[src/rtl/core/rcfs_pkg.sv]
// ----------------------------------------------------------------------------
// rcfs_pkg: shared types and constants of the RC failsafe conditioner
// Load control bundle, command codes, register indexes and the fixed
// decay, limit and saturation constants used by the lanes.
// ----------------------------------------------------------------------------
package rcfs_pkg;

   // Command codes carried by an input transaction
   localparam logic CMD_FRAME = 1'b0;
   localparam logic CMD_TICK  = 1'b1;

   // CSR indexes (byte address / 4)
   localparam logic [1:0] REG_UNIPOLAR_GAIN = 2'd0;
   localparam logic [1:0] REG_BIPOLAR_GAIN  = 2'd1;
   localparam logic [1:0] REG_SWITCH_HOLD   = 2'd2;

   // CSR reset values
   localparam logic [15:0] UNIPOLAR_GAIN_RST = 16'd16;
   localparam logic [15:0] BIPOLAR_GAIN_RST  = 16'd32;
   localparam logic [7:0]  SWITCH_HOLD_RST   = 8'd3;

   // Failsafe decay: sticks by 29/32, throttle by 126/128
   localparam int STICK_DECAY_MUL   = 29;
   localparam int STICK_DECAY_SHIFT = 5;
   localparam int THR_DECAY_MUL     = 126;
   localparam int THR_DECAY_SHIFT   = 7;

   // Decayed throttle above this keeps the held switch enabled
   localparam int THR_SWITCH_LIMIT = 200;

   // Q1.15 limits and throttle deadband (0.01)
   localparam int Q15_MAX      = 32767;
   localparam int Q15_MIN      = -32768;
   localparam int THR_DEADBAND = 328;

   // Per-transaction load strobe broadcast to every lane
   typedef struct packed {
      logic load;   // input transaction accepted this cycle
      logic tick;   // accepted transaction is a timeout tick
   } rcfs_load_type;

endpackage

[src/rtl/core/rc_failsafe_conditioner_core.sv]
// ----------------------------------------------------------------------------
// rc_failsafe_conditioner_core: RC receiver channel conditioner
// Stores fresh frames or decays held channels on timeout ticks, then
// scales every channel to Q1.15 and debounces the control switch.
//
//   Channel  Prefix  Direction  Handshake         Content
//   input    req_    in         valid / ready     command and raw channels
//   result   rsp_    out        valid / ready     Q1.15 channels and switch
//   config   csr_    in         APB, pready = 1   gains and switch hold count
//
// One transaction per cycle while the result is not stalled; the result
// passes the held-channel register, then the output register.
// Four channel lanes each hold one channel and one gain multiplier; the
// merge stage debounces the switch and owns the output register.
// A stalled result holds one transaction in the held stage; the input
// stalls only when both that stage and the output register are full.
// Reset is synchronous: held channels, switch budget and CSRs take their
// reset values.
// ----------------------------------------------------------------------------
module rc_failsafe_conditioner_core #(
   parameter int CHANNEL_BITS = 12
) (
   input  logic                           clock,
   input  logic                           reset,
   // input channel
   input  logic                           req_valid,
   output logic                           req_ready,
   input  logic                           req_command,
   input  logic signed [CHANNEL_BITS-1:0] req_roll_raw,
   input  logic signed [CHANNEL_BITS-1:0] req_pitch_raw,
   input  logic [CHANNEL_BITS-1:0]        req_throttle_raw,
   input  logic signed [CHANNEL_BITS-1:0] req_yaw_raw,
   input  logic                           req_switch_raw,
   // result channel
   output logic                           rsp_valid,
   input  logic                           rsp_ready,
   output logic [14:0]                    rsp_throttle_out,
   output logic signed [15:0]             rsp_roll_out,
   output logic signed [15:0]             rsp_pitch_out,
   output logic signed [15:0]             rsp_yaw_out,
   output logic                           rsp_switch_out,
   // configuration port
   input  logic                           csr_psel,
   input  logic                           csr_penable,
   input  logic                           csr_pwrite,
   input  logic [3:0]                     csr_paddr,
   input  logic [31:0]                    csr_pwdata,
   output logic [31:0]                    csr_prdata,
   output logic                           csr_pready
);

   rcfs_pkg::rcfs_load_type load;

   logic [15:0]        unipolar_gain_ff;
   logic [15:0]        bipolar_gain_ff;
   logic [7:0]         switch_hold_ff;
   logic [1:0]         csr_index;
   logic               csr_write;
   logic               thr_decay_over;
   logic [14:0]        thr_value;
   logic signed [15:0] roll_value;
   logic signed [15:0] pitch_value;
   logic signed [15:0] yaw_value;

   // Input transaction strobe
   assign load.load = req_valid && req_ready;
   assign load.tick = (req_command == rcfs_pkg::CMD_TICK);

   // CSR write and read
   assign csr_pready = 1'b1;
   assign csr_index  = csr_paddr[3:2];
   assign csr_write  = csr_psel && csr_penable && csr_pwrite && csr_pready;

   always_ff @(posedge clock) begin
      if (reset) begin
         unipolar_gain_ff <= rcfs_pkg::UNIPOLAR_GAIN_RST;
         bipolar_gain_ff  <= rcfs_pkg::BIPOLAR_GAIN_RST;
         switch_hold_ff   <= rcfs_pkg::SWITCH_HOLD_RST;
      end else if (csr_write) begin
         unique case (csr_index)
            rcfs_pkg::REG_UNIPOLAR_GAIN: unipolar_gain_ff <= csr_pwdata[15:0];
            rcfs_pkg::REG_BIPOLAR_GAIN:  bipolar_gain_ff  <= csr_pwdata[15:0];
            rcfs_pkg::REG_SWITCH_HOLD:   switch_hold_ff   <= csr_pwdata[7:0];
            default: ;
         endcase
      end
   end

   always_comb begin
      unique case (csr_index)
         rcfs_pkg::REG_UNIPOLAR_GAIN: csr_prdata = {16'd0, unipolar_gain_ff};
         rcfs_pkg::REG_BIPOLAR_GAIN:  csr_prdata = {16'd0, bipolar_gain_ff};
         rcfs_pkg::REG_SWITCH_HOLD:   csr_prdata = {24'd0, switch_hold_ff};
         default:                     csr_prdata = 32'd0;
      endcase
   end

   // Channel lanes
   rcfs_throttle_lane #(.CHANNEL_BITS(CHANNEL_BITS)) u_thr_lane (
      .clock      (clock),
      .reset      (reset),
      .load       (load),
      .raw        (req_throttle_raw),
      .gain       (unipolar_gain_ff),
      .decay_over (thr_decay_over),
      .value      (thr_value)
   );

   rcfs_stick_lane #(.CHANNEL_BITS(CHANNEL_BITS)) u_roll_lane (
      .clock  (clock),
      .reset  (reset),
      .load   (load),
      .raw    (req_roll_raw),
      .gain   (bipolar_gain_ff),
      .invert (1'b0),
      .value  (roll_value)
   );

   rcfs_stick_lane #(.CHANNEL_BITS(CHANNEL_BITS)) u_pitch_lane (
      .clock  (clock),
      .reset  (reset),
      .load   (load),
      .raw    (req_pitch_raw),
      .gain   (bipolar_gain_ff),
      .invert (1'b1),
      .value  (pitch_value)
   );

   rcfs_stick_lane #(.CHANNEL_BITS(CHANNEL_BITS)) u_yaw_lane (
      .clock  (clock),
      .reset  (reset),
      .load   (load),
      .raw    (req_yaw_raw),
      .gain   (bipolar_gain_ff),
      .invert (1'b0),
      .value  (yaw_value)
   );

   // Merge stage: switch debounce, output register, handshake
   rcfs_merge u_merge (
      .clock            (clock),
      .reset            (reset),
      .load             (load),
      .switch_raw       (req_switch_raw),
      .thr_decay_over   (thr_decay_over),
      .hold_count       (switch_hold_ff),
      .thr_value        (thr_value),
      .roll_value       (roll_value),
      .pitch_value      (pitch_value),
      .yaw_value        (yaw_value),
      .req_ready        (req_ready),
      .rsp_valid        (rsp_valid),
      .rsp_ready        (rsp_ready),
      .rsp_throttle_out (rsp_throttle_out),
      .rsp_roll_out     (rsp_roll_out),
      .rsp_pitch_out    (rsp_pitch_out),
      .rsp_yaw_out      (rsp_yaw_out),
      .rsp_switch_out   (rsp_switch_out)
   );

endmodule

[src/rtl/core/rcfs_stick_lane.sv]
// ----------------------------------------------------------------------------
// rcfs_stick_lane: one signed stick channel (roll, pitch or yaw)
// Holds the channel, decays it by 29/32 on a tick, and scales the held
// value by the bipolar gain to a saturated Q1.15 result.
// ----------------------------------------------------------------------------
module rcfs_stick_lane #(
   parameter int CHANNEL_BITS = 12
) (
   input  logic                           clock,
   input  logic                           reset,
   input  rcfs_pkg::rcfs_load_type        load,
   input  logic signed [CHANNEL_BITS-1:0] raw,
   input  logic [15:0]                    gain,
   input  logic                           invert,
   output logic signed [15:0]             value
);

   localparam int DW = CHANNEL_BITS + 6;    // decay product width
   localparam int PW = CHANNEL_BITS + 18;   // scale product width (with negate)

   localparam logic signed [DW-1:0] DECAY_MUL = DW'(rcfs_pkg::STICK_DECAY_MUL);
   localparam logic signed [PW-1:0] SAT_HI    = PW'(rcfs_pkg::Q15_MAX);
   localparam logic signed [PW-1:0] SAT_LO    = PW'(rcfs_pkg::Q15_MIN);

   logic signed [CHANNEL_BITS-1:0] held_ff;
   logic signed [CHANNEL_BITS-1:0] held_in;
   logic signed [DW-1:0]           decay_prod;
   logic signed [DW-1:0]           decay_shift;
   logic signed [CHANNEL_BITS-1:0] decayed;
   logic signed [PW-1:0]           scale_prod;
   logic signed [PW-1:0]           scale_sgn;
   logic signed [PW-1:0]           scale_half;

   // Decay: floor(held * 29 / 32), arithmetic shift rounds down
   assign decay_prod  = $signed({{6{held_ff[CHANNEL_BITS-1]}}, held_ff}) * DECAY_MUL;
   assign decay_shift = decay_prod >>> rcfs_pkg::STICK_DECAY_SHIFT;
   assign decayed     = decay_shift[CHANNEL_BITS-1:0];

   // Held channel register
   always_comb begin
      held_in = held_ff;
      if (load.load) begin
         held_in = load.tick ? decayed : raw;
      end
   end

   always_ff @(posedge clock) begin
      if (reset) begin
         held_ff <= '0;
      end else begin
         held_ff <= held_in;
      end
   end

   // Scale by gain, optional sign reversal, floor halve
   assign scale_prod = $signed({{18{held_ff[CHANNEL_BITS-1]}}, held_ff})
                     * $signed({{(CHANNEL_BITS + 2){1'b0}}, gain});
   assign scale_sgn  = invert ? -scale_prod : scale_prod;
   assign scale_half = scale_sgn >>> 1;

   // Saturate to Q1.15
   always_comb begin
      priority if (scale_half > SAT_HI) begin
         value = SAT_HI[15:0];
      end else if (scale_half < SAT_LO) begin
         value = SAT_LO[15:0];
      end else begin
         value = scale_half[15:0];
      end
   end

endmodule

[src/rtl/core/rcfs_throttle_lane.sv]
// ----------------------------------------------------------------------------
// rcfs_throttle_lane: unsigned throttle channel
// Holds throttle, decays it by 126/128 on a tick, flags a decayed value
// above the switch limit, and scales to Q1.15 with saturation and deadband.
// ----------------------------------------------------------------------------
module rcfs_throttle_lane #(
   parameter int CHANNEL_BITS = 12
) (
   input  logic                    clock,
   input  logic                    reset,
   input  rcfs_pkg::rcfs_load_type load,
   input  logic [CHANNEL_BITS-1:0] raw,
   input  logic [15:0]             gain,
   output logic                    decay_over,
   output logic [14:0]             value
);

   localparam int DW = CHANNEL_BITS + 7;
   localparam int PW = CHANNEL_BITS + 16;

   localparam logic [DW-1:0] DECAY_MUL = DW'(rcfs_pkg::THR_DECAY_MUL);
   localparam logic [CHANNEL_BITS-1:0] SW_LIMIT =
      CHANNEL_BITS'(rcfs_pkg::THR_SWITCH_LIMIT);
   localparam logic [PW-1:0] SAT_HI   = PW'(rcfs_pkg::Q15_MAX);
   localparam logic [14:0]   DEADBAND = 15'(rcfs_pkg::THR_DEADBAND);

   logic [CHANNEL_BITS-1:0] held_ff;
   logic [CHANNEL_BITS-1:0] held_in;
   logic [DW-1:0]           decay_prod;
   logic [DW-1:0]           decay_shift;
   logic [CHANNEL_BITS-1:0] decayed;
   logic [PW-1:0]           scale_prod;
   logic [PW-1:0]           scale_half;
   logic [14:0]             sat_val;

   // Decay: floor(held * 126 / 128)
   assign decay_prod  = {7'd0, held_ff} * DECAY_MUL;
   assign decay_shift = decay_prod >> rcfs_pkg::THR_DECAY_SHIFT;
   assign decayed     = decay_shift[CHANNEL_BITS-1:0];
   assign decay_over  = (decayed > SW_LIMIT);

   // Held throttle register
   always_comb begin
      held_in = held_ff;
      if (load.load) begin
         held_in = load.tick ? decayed : raw;
      end
   end

   always_ff @(posedge clock) begin
      if (reset) begin
         held_ff <= '0;
      end else begin
         held_ff <= held_in;
      end
   end

   // Scale, halve, saturate, then deadband
   assign scale_prod = {16'd0, held_ff} * {{CHANNEL_BITS{1'b0}}, gain};
   assign scale_half = scale_prod >> 1;
   assign sat_val    = (scale_half > SAT_HI) ? SAT_HI[14:0] : scale_half[14:0];
   assign value      = (sat_val < DEADBAND) ? 15'd0 : sat_val;

endmodule

[src/rtl/core/rcfs_merge.sv]
// ----------------------------------------------------------------------------
// rcfs_merge: merging stage of the conditioner
// Tracks the held switch, debounces it, gathers the lane results into the
// output register and runs the transaction handshake of both channels.
// ----------------------------------------------------------------------------
module rcfs_merge (
   input  logic                    clock,
   input  logic                    reset,
   input  rcfs_pkg::rcfs_load_type load,
   input  logic                    switch_raw,
   input  logic                    thr_decay_over,
   input  logic [7:0]              hold_count,
   input  logic [14:0]             thr_value,
   input  logic signed [15:0]      roll_value,
   input  logic signed [15:0]      pitch_value,
   input  logic signed [15:0]      yaw_value,
   output logic                    req_ready,
   output logic                    rsp_valid,
   input  logic                    rsp_ready,
   output logic [14:0]             rsp_throttle_out,
   output logic signed [15:0]      rsp_roll_out,
   output logic signed [15:0]      rsp_pitch_out,
   output logic signed [15:0]      rsp_yaw_out,
   output logic                    rsp_switch_out
);

   logic              stage_valid_ff;
   logic              stage_valid_in;
   logic              rsp_valid_ff;
   logic              rsp_valid_in;
   logic              held_switch_ff;
   logic              held_switch_in;
   logic [7:0]        budget_ff;
   logic [7:0]        budget_in;
   logic              sw_next;
   logic              advance;
   logic [14:0]       thr_ff;
   logic signed [15:0] roll_ff;
   logic signed [15:0] pitch_ff;
   logic signed [15:0] yaw_ff;
   logic              sw_ff;

   // Handshake: the held stage moves out when the output register is free
   assign advance   = stage_valid_ff && (!rsp_valid_ff || rsp_ready);
   assign req_ready = !stage_valid_ff || advance;

   always_comb begin
      stage_valid_in = stage_valid_ff;
      if (load.load) begin
         stage_valid_in = 1'b1;
      end else if (advance) begin
         stage_valid_in = 1'b0;
      end
      rsp_valid_in = rsp_valid_ff;
      if (advance) begin
         rsp_valid_in = 1'b1;
      end else if (rsp_ready) begin
         rsp_valid_in = 1'b0;
      end
   end

   // Held switch: raw on a frame, throttle threshold on a tick
   always_comb begin
      held_switch_in = held_switch_ff;
      if (load.load) begin
         held_switch_in = load.tick ? thr_decay_over : switch_raw;
      end
   end

   // Debounce: reload on high, spend budget on low
   always_comb begin
      budget_in = budget_ff;
      sw_next   = 1'b1;
      priority if (held_switch_ff) begin
         budget_in = hold_count;
      end else if (budget_ff != 8'd0) begin
         budget_in = budget_ff - 8'd1;
      end else begin
         sw_next = 1'b0;
      end
   end

   // Control registers
   always_ff @(posedge clock) begin
      if (reset) begin
         stage_valid_ff <= 1'b0;
         rsp_valid_ff   <= 1'b0;
         held_switch_ff <= 1'b0;
         budget_ff      <= 8'd0;
      end else begin
         stage_valid_ff <= stage_valid_in;
         rsp_valid_ff   <= rsp_valid_in;
         held_switch_ff <= held_switch_in;
         if (advance) begin
            budget_ff <= budget_in;
         end
      end
   end

   // Output payload register
   always_ff @(posedge clock) begin
      if (advance) begin
         thr_ff   <= thr_value;
         roll_ff  <= roll_value;
         pitch_ff <= pitch_value;
         yaw_ff   <= yaw_value;
         sw_ff    <= sw_next;
      end
   end

   assign rsp_valid        = rsp_valid_ff;
   assign rsp_throttle_out = thr_ff;
   assign rsp_roll_out     = roll_ff;
   assign rsp_pitch_out    = pitch_ff;
   assign rsp_yaw_out      = yaw_ff;
   assign rsp_switch_out   = sw_ff;

`ifndef SYNTHESIS
   // A new load never overwrites a held stage that cannot move out
   assert property (@(posedge clock) disable iff (reset)
      (load.load && stage_valid_ff) |-> advance)
      else $error("load into a stalled stage");

   // An advanced transaction is presented on the next cycle
   assert property (@(posedge clock) disable iff (reset)
      advance |=> rsp_valid_ff)
      else $error("advanced transaction not presented");

   // A dropped switch output means the budget is spent
   assert property (@(posedge clock) disable iff (reset)
      (rsp_valid_ff && !sw_ff) |-> (budget_ff == 8'd0))
      else $error("switch dropped with budget left");

   // Full stage behind a stalled output blocks the input
   assert property (@(posedge clock) disable iff (reset)
      (stage_valid_ff && rsp_valid_ff && !rsp_ready) |-> !req_ready)
      else $error("input ready while pipeline stalled");
`endif

endmodule
[config.mk]
export PLATFORM = sky130hd
export DESIGN_NAME = rc_failsafe_conditioner_core
export DESIGN_NICKNAME = d
export VERILOG_FILES = /design/src/rtl/core/rcfs_pkg.sv /design/src/rtl/core/rc_failsafe_conditioner_core.sv /design/src/rtl/core/rcfs_stick_lane.sv /design/src/rtl/core/rcfs_throttle_lane.sv /design/src/rtl/core/rcfs_merge.sv
export SDC_FILE = /design/constraint.sdc
export NUM_CORES = 2
export LEC_CHECK = 0
export BUFFER_PORTS_ARGS = -buffer_cell sky130_fd_sc_hd__buf_2
export CAP_MARGIN = 5
export CORE_MARGIN = 3
export CORE_UTILIZATION = 30
export CTS_CLUSTER_SIZE = 30
export DETAILED_ROUTE_END_ITERATION = 8
export GPL_TIMING_DRIVEN = 0
export HOLD_SLACK_MARGIN = 0.1
export PLACE_DENSITY_LB_ADDON = 0.1
export SLEW_MARGIN = 20
export SYNTH_ARGS = -nofsm -noshare
export SYNTH_HDL_FRONTEND = slang
export SYNTH_SLANG_ARGS = --single-unit
[constraint.sdc]
create_clock -name clock -period 6.9 [get_ports clock]
set_clock_uncertainty 0.05 [all_clocks]
set_input_delay 1.38 -clock clock [delete_from_list [all_inputs] [get_ports clock]]
set_output_delay 1.38 -clock clock [all_outputs]
set_load 0.01 [all_outputs]
==> flow_summary.ini <==
[cells_and_area]
multiInputGateArea_mm2 = 0.03200
final-seq-area_mm2 = 0.004015
final_common_cell = inv_1
layout_common_cells = 882 x inv_1, 677 x nand2_1, 653 x fa_1
fillers = 13850
final_nets = 6071
area_growth_pct = 14.52
utilization_pct = 34.76
layout-drive-gt1-share_pct = 11.78
fin_cells = 6598

[drt]
drt_first_pass_iters = 5
drtIter0Drc = 1770
wl_um = 129900
wire_per_inst_um = 19.69
drt-vias-per-instance = 4.795
ant_nets = 0
drc = 0
num_vias = 31640

[synth]
synth_fa_ha_area_share_pct = 48.49
synth_seq_cells = 163
synthXorXnorAreaFrac_pct = 2.353
synthFlopType = dfxtp_1
synth.distinct_cells = 80
yosysSeqAreaShare_pct = 9.895
synth-async-reset-ratio_pct = 0
synth_edf_count = 64
synth_cells = 4616
synth_top_family_by_area = adder cells
synthSimpleGateAreaFrac_pct = 17.05
syn_avg_cell_area_um2 = 8.547
synthMuxAreaShare_pct = 1.215
synth_compound_area_share_pct = 10.02
synthesis.area_mm2 = 0.03945
ys_warn_count = 0

[critical_path]
worstPathCellList = clkbuf_8 -> clkbuf_4 -> nand2_1 -> fa_1 -> fa_1 -> fa_1 -> inv_1 -> fa_1 -> fa_1 -> ha_1 -> a21o_1 -> a21o_1 -> a21oi_4 -> mux2_2 -> a311oi_2 -> nand3_1 -> nor4_1 -> nand2_2 -> buf_2 -> o221ai_2
critical_path.startpoint_type = flip-flop
critical-path-max-stage-delay_ns = 0.59
cpMaxStageDelayCell = fa_1
crit_path_end_kind = flip-flop
crit_top_cell = fa_1
critPathMaxFanout = 10
cp.required_ns = 7.19
arrival_ns = 6.99
crit_type = reg -> reg

[placement]
port_buffers = 155
gp_congestion = 0.8244
dp_hpwl_um = 108200
dp.cells = 6529
place_ws_ns = -1.958

[status]
status = completed

[grt]
antenna_found_initial = 8
first_global_vias = 32830
grt_pass1_wl_um = 200800
grt_start_max_net_pins = 37
grt-ovfl-total = 0
grt_usage_pct = 19.48

[floorplanning]
start_util_pct = 30.35
die_h_um = 368.6
rows = 132
die_w_um = 368.6
core_area_mm2 = 0.1300
io_pins = 192
dieArea_mm2 = 0.1359

[sta]
relSlewSlack_pct = 27.65
hold_violations = 0
post-route-period-util_pct = 97.16
setup_violations = 0
slew_viol_final = 0
worstMarginPinSlew_ns = 1.085
min_period_ns = 6.704
fmax_ghz = 0.1492
holdWs_ns = 0.4301
worst_slack_ns = 0.1962

[clock_network]
root_buffer = clkbuf_16
cts_sinks = 163
cts_buffer_depth = 2
postCtsHoldBufs = 0
tritoncts = built
clkLatencyLatePin_ns = 0.55
cts.clk_slew.worst_paths_ns = 0.09
cts_buffers = 17
cts_max_level = 4

[flow_run]
cap_violations = 0

[power]
fin_total_pwr_mw = 9.496
peakVddDrop_mv = 0.3980
p_leak_nw = 21.70
powerDensity_mw_per_mm2 = 210.2

[worst_hold_path]
hold_path_class = reg -> reg
-- routing by layer --
layer / share of wire, % / vias to the layer above / track usage, % / routed length (µm)
met5: 0.010 / - / 0 / 13
met4: 1.7 / 2 / 4.187 / 2188
met3: 4.3 / 91 / 3.136 / 5632
met2: 48 / 551 / 32.54 / 62010
met1: 46 / 15950 / 26.50 / 60050
li1: - / 15050 / - / -
-- where the power goes --
part | switching (mW) | internal, mW
clock network | 0.564 | 0.489
registers | 0.253 | 1.20
logic | 4.06 | 2.93
-- worst max-delay path, delay by kind of cell, from the launching register on --
family / cells / cell delay (ns)
flip-flops: 1 / 0.34
buffers and inverters: 4 / 0.80
AND/OR/NAND/NOR: 4 / 0.72
adder cells (fa/ha/maj): 6 / 2.91
AO/OA/AOI/OAI: 5 / 1.28
multiplexers: 1 / 0.38
-- layout make-up --
cell class,count,area share [%]
Clock buffer,17,0.9416
Sequential cell,163,8.887
Clock inverter,15,0.4043
Inverter,884,7.361
Timing Repair Buffer,214,2.742
Multi-Input combinational cell,3337,70.84
Antenna cell,2,0.01108
Buffer,224,3.988
Tap cell,1742,4.824
-- worst paths after layout --
kind / from / endpoint / slack (ns) / depth (start not counted)
worst max-delay path: bipolar_gain_ff[13]$_SDFFE_PP0P_ / u_merge.rsp_yaw_out[11]$_SDFFCE_PN1P_ / 0.20 / 20
worst min-delay path: u_merge.budget_ff[1]$_SDFFE_PP0P_ / u_merge.budget_ff[1]$_SDFFE_PP0P_ / 0.43 / 2
worst max register to register: bipolar_gain_ff[13]$_SDFFE_PP0P_ / u_merge.rsp_yaw_out[11]$_SDFFCE_PN1P_ / 0.20 / 20
worst min register to register: u_merge.budget_ff[1]$_SDFFE_PP0P_ / u_merge.budget_ff[1]$_SDFFE_PP0P_ / 0.43 / 2
-- per-stage QoR --
| stage | TNS [ns] | area (µm²) |
|---|---|---|
| after floorplan | 0 | 39510 |
| after global placement | -94.65 | 42460 |
| after detailed placement | -94.64 | 42490 |
| after CTS | 0 | 44260 |
| after global routing | -0.1432 | 45180 |
| final | 0 | 45180 |
-- registers in the layout, summed over array words and instances, names as in the netlist --
signal                    count
bipolar_gain_ff              16
switch_hold_ff                8
u_merge.budget_ff             8
u_merge.held_switch_ff        1
u_merge.rsp_pitch_out        16
u_merge.rsp_roll_out         16
u_merge.rsp_switch_out        1
u_merge.rsp_throttle_out     15
u_merge.rsp_valid             1
u_merge.rsp_yaw_out          16
u_merge.stage_valid_ff        1
u_pitch_lane.held_ff         12
u_roll_lane.held_ff          12
u_thr_lane.held_ff           12
u_yaw_lane.held_ff           12
unipolar_gain_ff             16
-- cell families (layout without fill, tap and decap cells) --
logic type,count (synthesis),in the layout
buffers and inverters,1132,1354
AO/OA/AOI/OAI,594,595
adder cells (fa/ha/maj),1137,1137
multiplexers,46,46
other,2,19
AND/OR/NAND/NOR,1436,1436
flip-flops,163,163
XOR/XNOR,106,106
-- synth_stat cells (8+ instances only) --
cell	n	area [µm²]
o221ai_1	18	157.7
ha_1	484	6056
buf_1	9	33.78
xor2_1	41	359.1
mux2i_1	40	400.4
clkbuf_1	217	814.5
or3_1	9	56.30
buf_4	17	127.6
o31ai_1	9	67.56
o21ai_1	12	60.06
a41oi_1	10	87.58
o21a_1	24	180.2
and2_1	272	1702
o21bai_1	16	120.1
nand2b_1	44	275.3
edfxtp_1	64	1922
o21ai_0	88	440.4
nor4_1	14	87.58
a31oi_1	25	156.4
nand3_1	42	210.2
a311oi_1	8	70.07
or4_1	12	90.09
nand4_1	11	68.82
fa_1	653	13070
a211oi_1	68	510.5
nor2b_1	20	125.1
xnor2_1	65	569.3
a21oi_1	163	815.8
nor2_1	196	735.7
inv_1	883	3314
a211o_1	14	122.6
and3_1	22	137.6
o211ai_1	26	195.2
a21o_1	41	307.8
a21boi_0	10	75.07
nand2_1	679	2549
dfxtp_1	99	1982
nor3_1	79	395.4
-- timing repair --
| item | CTS | global route |
|---|---|---|
| buffers inserted | 18 | 39 |
| cloned | 0 | 2 |
| resized for setup | 363 | 272 |
| setup endpoints to repair | 63 | 60 |
| pin swaps | 13 | 29 |
(Power assumes the default switching activity.)
